===== src/design/lgge_pkg.sv =====
// ----------------------------------------------------------------------------
// Life grid generation engine package
// Shared request codes, register indexes, sizes and the B3/S23 cell rule.
// ----------------------------------------------------------------------------
package lgge_pkg;

  // Configuration register widths and reset size.
  localparam int unsigned CFG_W   = 7;
  localparam logic [6:0]  DIM_RST = 7'd64;

  // Request field widths.
  localparam int unsigned REQ_W   = 2;
  localparam int unsigned COORD_W = 6;

  typedef enum logic [REQ_W-1:0] {
    REQ_WRITE   = 2'd0,
    REQ_READ    = 2'd1,
    REQ_ADVANCE = 2'd2,
    REQ_NONE    = 2'd3
  } req_type_t;

  typedef enum logic {
    CFG_GRID_WIDTH  = 1'b0,
    CFG_GRID_HEIGHT = 1'b1
  } cfg_index_t;

  // Neighbor counts that matter for the rule.
  localparam logic [3:0] NB_KEEP = 4'd2;
  localparam logic [3:0] NB_BORN = 4'd3;

  // Next state of one cell from its eight neighbor bits and its own value.
  function automatic logic lgge_rule(input logic [7:0] nb, input logic self_bit);
    logic [3:0] cnt;
    cnt = '0;
    for (int k = 0; k < 8; k++) begin
      cnt = cnt + {3'b000, nb[k]};
    end
    return (cnt == NB_BORN) || ((cnt == NB_KEEP) && self_bit);
  endfunction

endpackage


===== src/design/lgge_row_calc.sv =====
// ----------------------------------------------------------------------------
// Life row update
// Computes one new row from the rows above, at and below it.
// ----------------------------------------------------------------------------
module lgge_row_calc
  import lgge_pkg::*;
#(
  parameter int MAX_COLS = 64
) (
  input  logic [MAX_COLS-1:0] up_i,
  input  logic [MAX_COLS-1:0] mid_i,
  input  logic [MAX_COLS-1:0] dn_i,
  input  logic [MAX_COLS-1:0] col_mask_i,
  input  logic                row_act_i,
  output logic [MAX_COLS-1:0] row_o
);

  logic [MAX_COLS-1:0] up_m, mid_m, dn_m;
  logic [MAX_COLS-1:0] up_l, up_h, mid_l, mid_h, dn_l, dn_h;

  // Columns outside the grid count as dead neighbors.
  assign up_m  = up_i & col_mask_i;
  assign mid_m = mid_i & col_mask_i;
  assign dn_m  = dn_i & col_mask_i;

  // Bit c of *_l holds column c-1, bit c of *_h holds column c+1.
  assign up_l  = up_m << 1;
  assign up_h  = up_m >> 1;
  assign mid_l = mid_m << 1;
  assign mid_h = mid_m >> 1;
  assign dn_l  = dn_m << 1;
  assign dn_h  = dn_m >> 1;

  always_comb begin
    for (int c = 0; c < MAX_COLS; c++) begin
      if (row_act_i && col_mask_i[c]) begin
        row_o[c] = lgge_rule({up_l[c], up_m[c], up_h[c], mid_l[c], mid_h[c],
                              dn_l[c], dn_m[c], dn_h[c]}, mid_i[c]);
      end else begin
        row_o[c] = mid_i[c];
      end
    end
  end

endmodule


===== config.mk =====
export PLATFORM = sky130hd
export DESIGN_NAME = lgge_row_calc
export DESIGN_NICKNAME = d
export VERILOG_FILES = /design/src/design/lgge_pkg.sv /design/src/design/lgge_row_calc.sv
export SDC_FILE = /design/constraint.sdc
export NUM_CORES = 1
export LEC_CHECK = 0
export BUFFER_PORTS_ARGS = -buffer_cell sky130_fd_sc_hd__buf_2
export CAP_MARGIN = 20
export CORE_UTILIZATION = 50
export DETAILED_ROUTE_END_ITERATION = 10
export GPL_TIMING_DRIVEN = 0
export PLACE_DENSITY = 0.78
export REMOVE_ABC_BUFFERS = 1
export SETUP_SLACK_MARGIN = 0.05
export SYNTH_ARGS = -nofsm -noshare
export SYNTH_HDL_FRONTEND = slang
export SYNTH_SLANG_ARGS = --single-unit

===== constraint.sdc =====
create_clock -name vclk -period 4.7
set_input_delay 0.47 -clock vclk [all_inputs]
set_output_delay 0.47 -clock vclk [all_outputs]
set_load 0.005 [all_outputs]

[Word-level counts from Yosys, hierarchy flattened]
Cells that the tools add are included.
Storage, ports and cells
  flip-flop bits (word level): 0
  input bits: 257
  logic and storage cells: 828
Cells by class
  $add $sub $neg: 441
  eq/ne operators: 128
  muxes and demuxes: 64
  bitwise logic cells: 3
  reduce and logical (&&, ||, !) cells: 192
Operators with widths (number)
  $add A4 B1 Y4: 252
  $eq A4 B2 Y1 const B: 128
  $add A3 B1 Y4: 63
  $and A64 B64 Y64: 3
  $add A2 B1 Y3: 63
  $logic_and A1 B1 Y1: 128
  $add A1 B1 Y2: 63
  $logic_or A1 B1 Y1: 64
  $mux W1: 64

[Logic depth before layout (Yosys ltp)]
Gate-level depths: netlist (run 1).
  depth after elaboration: 12
  mapped depth: 12
  mapped depth without buffers: 12

[Least setup slack after synthesis (run 1)]
No wires, ideal clock.
  kind: input to output
  from: input port col_mask_i[31]
  to: output port row_o[32]
  arrival time: 3.298 ns
  data required time: 4.230 ns
  slack: 0.932 ns
  cell stages on the path: 9
  path through: and2_1 -> fa_1 -> fa_1 -> fa_1 -> ha_1 -> fa_1 -> o21ai_0 -> a21o_1 -> o31ai_1
Between the ends
  word-level cells in the longest chain between the ends: 11
  elaborated cells between the ends (all ways): 14
RTL lines
  start: declaration: RTL line lgge_row_calc.sv:13  | input logic [MAX_COLS-1:0] col_mask_i,
  $and A64 B64 Y64: RTL line lgge_row_calc.sv:24  | assign dn_m = dn_i & col_mask_i;
  $add A2 B1 Y3: RTL line lgge_pkg.sv:36  | cnt = cnt + {3'b000, nb[k]};
  $add A3 B1 Y4: RTL line lgge_pkg.sv:36
  $add A4 B1 Y4 (3 in a row): RTL line lgge_pkg.sv:36
  $add A4 B1 Y4 (*): RTL line lgge_pkg.sv:36
  $eq A4 B2 Y1: RTL line lgge_pkg.sv:38  | return (cnt == NB_BORN) || ((cnt == NB_KEEP) && self_bit);
  $logic_and A1 B1 Y1: RTL line lgge_pkg.sv:38
  $logic_or A1 B1 Y1 (*): RTL line lgge_pkg.sv:38
  $mux W1 (*): RTL line lgge_row_calc.sv:36  | if (row_act_i && col_mask_i[c]) begin
  end: declaration: RTL line lgge_row_calc.sv:15  | output logic [MAX_COLS-1:0] row_o
Every way passes the cells marked *; elsewhere a longest branch is shown, timed or not.

[Worst setup path in the final report (run 1)]
Ends and elaborated chain as after synthesis.

==> summary.txt, run 1 <==
Floorplan
  – DIE WIDTH: 154 um
  – Die height: 154 um
  – DIE AREA: roughly 0.024 mm2
  – # rows: 55
  – Initial Utilization: 0.509
  – Area of the core: ~0.023 mm2
  – Io pins: about 320

Timing
  – Worst Hold Margin: 1.23 ns
  – Setup TNS: 0 ns
  – Final hold violation count: 0
  – Relative slew slack: 0.385
  – Period utilization: 0.896
  – Post-layout min period: 4.21 ns
  – Endpoints failing setup: 0
  – Pins Over Slew Limit: 0
  – Slew of the pin with the lowest slew margin: between 0.9 and 1 ns
  – F_max: between 200 and 250 MHz
  – Unrepaired setup endpoints after global routing: no
  – Final setup margin: around 0.49 ns

Drt
  – Final WL: between 20000 and 30000 um
  – Routed Antenna Nets: 0
  – Routed WL per cell: 15.0 um
  – First-pass iteration count of the detailed router: 5
  – Via density: roughly 5.4
  – Via count: 9639
  – DR iter-0 viols: roughly 380
  – Drc violations: 0

Synth
  – Syn_area_per_cell: between 9 and 10 um2
  – Distinct cell type count after synthesis: 18
  – Total number of yosys warnings: 0
  – Area leader, netlist: fa_1
  – Synthesized cell area: between 0.01 and 0.015 mm2
  – Syn Inst Count: roughly 1200
  – Top post-synthesis cells by area: fa_1 (44%), ha_1 (20%), and2_1 (10%)
  – Sequential share of the synthesized area: 0
  – Post-synth top area share: 0.439

Worst setup path
  – CP required: around 4.2 ns
  – Worst path arrival time: 3.74 ns
  – CP endpoint kind: primary output
  – Crit-path max FO: 4
  – CP Class: in2out
  – Crit start category: input port

Placement
  – Final Wtd Congestion: ~0.89
  – Setup WS pre-CTS: 0.495 ns
  – Dpl hpwl: 24700 um
  – Placed insts: roughly 1800
  – Input/output buffers: 321
  – Placed cell area: between 0.01 and 0.015 mm2

Cells and area
  – Share of post-route cells with drive strength above 1: 0.215
  – Non-filler cells, final: around 1800
  – Most common cell after layout, fill and taps aside: buf_2
  – Multi-input gate area: between 0.01 and 0.015 mm2
  – Post-layout util: 0.594
  – Fillers: 1974
  – FFs & Latches: 0
  – Clock Buffer Count: 0
  – Commonest non-fill, non-tap cells in the layout: buf_2 (320), fa_1 (252), ha_1 (188)
  – Final instance area: about 0.013 mm2
  – Area growth syn-to-layout: 16.8%
  – Register area: 0 um2
  – NumNets Final: ~2200

Global routing
  – Total track usage: 0.235
  – Largest net degree at the start of global routing: 68
  – Vias in the first global route: roughly 10000
  – Initial antenna violation count: 5
  – GRT overflow: 0
  – First-pass GRT wire length: ~47000 um

Power and ir drop
  – Overall power: 2.01 mW
  – P_leak: 6.93 nW
  – Peak supply drop: approximately 0.07 mV
  – PD cells: 150 mW/mm2

Clocking
  – Hold Buf Count CTS: 0
  – Postcts setup bufs: 0
  – Cts repair resizes: 0

Min path
  – Hold Path Class: in2out

Run
  – Max-Cap Viols: 0

Run status
  – Status: finished clean
[cells in the mapped netlist, drive strengths merged]
library cell / number
nand2b: 2
a21o: 41
nor4b: 1
o21ai: 41
a41oi: 1
ha: 188
o221ai: 20
or3b: 1
o31a: 20
o31ai: 61
inv: 124
fa: 252
buf: 7
a31oi: 46
nand2: 170
and2: 207
[metal layers]
layer | part of all wire | vias to the layer above | track usage
met5 | 0 | - | 0
met2 | 0.52 | 282 | 0.440
met1 | 0.40 | 4654 | 0.284
met3 | 0.059 | 41 | 0.0307
met4 | 0.023 | 0 | 0.0562
li1 | - | 4662 | -
[worst max-delay path: stages]
cell and delay (ns):
buf_2 0.11, and2_1 0.22, fa_1 0.53, fa_1 0.53, fa_1 0.50, ha_1 0.24, fa_1 0.47, o21ai_0 0.10
a21o_1 0.17, o31ai_1 0.22, buf_2 0.19
[where the power goes]
part	leakage, nW	internal, mW	switching, mW
registers	0	0	0
logic	6.93	0.953	1.06
clock network	0.0000190	0.0000000855	0
total	6.93	0.953	1.06
[layout make-up]
class              instances  area share
well taps                285      0.0266
inverters                124      0.0347
repair buffers           321       0.120
multi-input cells       1051       0.818
diodes                     3    0.000560
[kinds of logic after synthesis]
group / Yosys count / synth area share
AO/OA/AOI/OAI: 230 / 0.141
adder cells (fa/ha/maj): 440 / 0.644
buffers and inverters: 131 / 0.0444
AND/OR/NAND/NOR: 381 / 0.171
[final timing paths]
check / slack (ns) / cells past startpoint / from / endpoint
hold / removal: 1.23 / 4 / mid_i[16] / row_o[16]
setup / recovery: 0.49 / 11 / col_mask_i[31] / row_o[32]
(Power assumes the default switching activity.)
==> inputs of run 2 (changes only) <==
==> constraint.sdc (replaced) <==
create_clock -name vclk -period 4.1
set_input_delay 0.41 -clock vclk [all_inputs]
set_output_delay 0.41 -clock vclk [all_outputs]
set_load 0.005 [all_outputs]
==> summary.txt, run 2 (same netlist as run 1, synthesis figures left out) <==
Placement
  – Input/output buffers: 321 (unchanged)
  – Placed cell area: 0.0134 mm2 (unchanged)
  – Final Wtd Congestion: 0.889 (unchanged)
  – Setup WS pre-CTS: 0.0153 ns (-0.480 ns)
  – Dpl hpwl: 24700 um (unchanged)

Timing
  – Final setup margin: 0.0774 ns (-0.411 ns)
  – Period utilization: 0.981
  – Endpoints failing setup: 0 (unchanged)
  – Relative slew slack: 0.373 (-0.0114)
  – Slew of the pin with the lowest slew margin: 0.940 ns (+0.0172 ns)
  – Unrepaired setup endpoints after global routing: yes
  – F_max: about 250 MHz
  – Final hold violation count: 0 (unchanged)
  – Pins Over Slew Limit: 0 (unchanged)
  – Post-layout min period: slightly above 4 ns

Power and ir drop
  – Clock power share: 0 (unchanged)
  – Peak supply drop: 0.0772 mV (+11%)
  – Sw Ratio: 0.524 (-0.00182)
  – Switch Pwr: 1.25 mW (+19%)
  – PD cells: 174 mW/mm2 (+16%)
  – Overall power: 2.39 mW (+19%)
  – P_leak: 7.03 nW (+1.5%)
  – Logic pwr share: 1.000 (about the same)
  – Power share of the sequential group: 0 (unchanged)
  – Internal power: 1.14 mW (+20%)

Cells and area
  – Post-layout util: 0.609 (+0.0144)
  – NumNets Final: 2201 (+0.27%)
  – Clock Buffer Count: 0 (unchanged)
  – Register area: 0 um2 (unchanged)
  – Most common cell after layout, fill and taps aside: buf_2
  – Area growth syn-to-layout: 19.6%
  – FFs & Latches: 0 (unchanged)
  – Commonest non-fill, non-tap cells in the layout: buf_2 (313), fa_1 (252), ha_1 (173)
  – Final instance area: 0.0137 mm2 (+2.4%)
  – Share of post-route cells with drive strength above 1: 0.270 (+0.0551)

Run
  – Max-Cap Viols: 0 (unchanged)

Global routing
  – Initial antenna violation count: 4 (-1)
  – Vias in the first global route: 10300 (+0.22%)
  – Largest net degree at the start of global routing: 68 (unchanged)
  – First-pass GRT wire length: 46700 um (+0.28%)
  – Total track usage: 0.235 (+0.000619)
  – GRT overflow: 0 (unchanged)

Worst setup path
  – Crit-path leading delay family: adder cells
  – CP Cell Sequence: buf_2 > and2_1 > fa_1 > fa_1 > fa_1 > ha_1 > fa_1 > o21ai_0 > a21o_1 > o31ai_2 > buf_2
  – Crit path max-delay cell type: fa_1
  – Crit-path max FO: 4 (unchanged)
  – CP endpoint kind: primary output
  – Critical Path Stages: 11 (unchanged)
  – Buffers and inverters on the worst path: 2 (unchanged)
  – CP peak stage delay: 0.55 ns (+0.02 ns)
  – Crit start category: input port
  – Worst path arrival time: 3.61 ns (-0.13 ns)
  – CP required: 3.69 ns (-0.54 ns)
  – Most used cell, CP: fa_1
  – CP Class: in2out

Floorplan
  – DIE AREA: 0.0236 mm2 (unchanged)
  – Io pins: 321 (unchanged)
  – Initial Utilization: 0.509 (unchanged)
  – Area of the core: 0.0226 mm2 (unchanged)
  – Die height: 154 um (unchanged)
  – # rows: 55 (unchanged)
  – DIE WIDTH: 154 um (unchanged)

Drt
  – Routed WL per cell: 15.2 um (+1.7%)
  – Via count: 9670 (+0.32%)
  – Final WL: 27300 um (+2.0%)
  – Routed Antenna Nets: 0 (unchanged)
  – Drc violations: 0 (unchanged)
  – Via density: 5.40 (about the same)
  – First-pass iteration count of the detailed router: 5 (unchanged)
  – DR iter-0 viols: 385 (+1.9%)

Min path
  – Hold Path Class: in2out
  – Hold path cells: 4 (unchanged)

Clocking
  – Hold Buf Count CTS: 0 (unchanged)

Run status
  – Status: finished clean
-- run 2: tightest hold or removal path: cells and delay by family --
kind                   cells  cell delay [ns]
AOI/OAI and AO/OA          1             0.05
buffers and inverters      2             0.18
and+or+nand+nor            1             0.04
-- run 2: final cells by class --
| cell class | count | area (um2) |
|---|---|---|
| Tap cell | 285 | 357 |
| Antenna cell | 3 | 7.51 |
| Multi-Input combinational cell | 1051 | 11200 |
| Inverter | 124 | 465 |
| Timing Repair Buffer | 327 | 1700 |
| Fill cell | 1939 | 8830 |
-- run 2: path summary, 6_finish.rpt --
path / from / endpoint / slack [ns]
setup / recovery: col_mask_i[57] / row_o[57] / 0.08
hold / removal: mid_i[27] / row_o[27] / 1.09
-- run 2: stage by stage --
| step | hold slack [ns] | std cells | TNS [ns] |
|---|---|---|---|
| 3_3_place_gp | 1.11 | 1781 | -0.00276 |
| 5_1_grt | 1.10 | 1790 | -0.00701 |
| 6_report | 1.09 | 1790 | 0 |
| 3_5_place_dp | 1.11 | 1781 | 0 |
| 2_1_floorplan | 0.888 | 1175 | 0 |
| 4_1_cts | 1.11 | 1781 | 0 |
-- run 2: power by group through the flow --
stage	logic, mW	clock network [mW]	registers [mW]
floorplan	1.64	0	0
global placement	2.18	0	0
detailed placement	2.32	0	0
CTS	2.34	0	0
global route	2.78	0.0000000980	0
finish	2.39	0.0000000980	0
-- run 2: what timing repair did --
action,in CTS,in global routing
gates resized for setup,4,114
endpoints found under the setup margin,3,33
pin swaps,1,55
setup buffers,0,6
-- run 2: layer usage --
metal  GRT usage  routed length (um)  part of all wire
met5           0                   0                 0
met3      0.0307                1540             0.056
met1       0.285               10700              0.39
met4      0.0562                 639             0.023
met2       0.441               14400              0.53
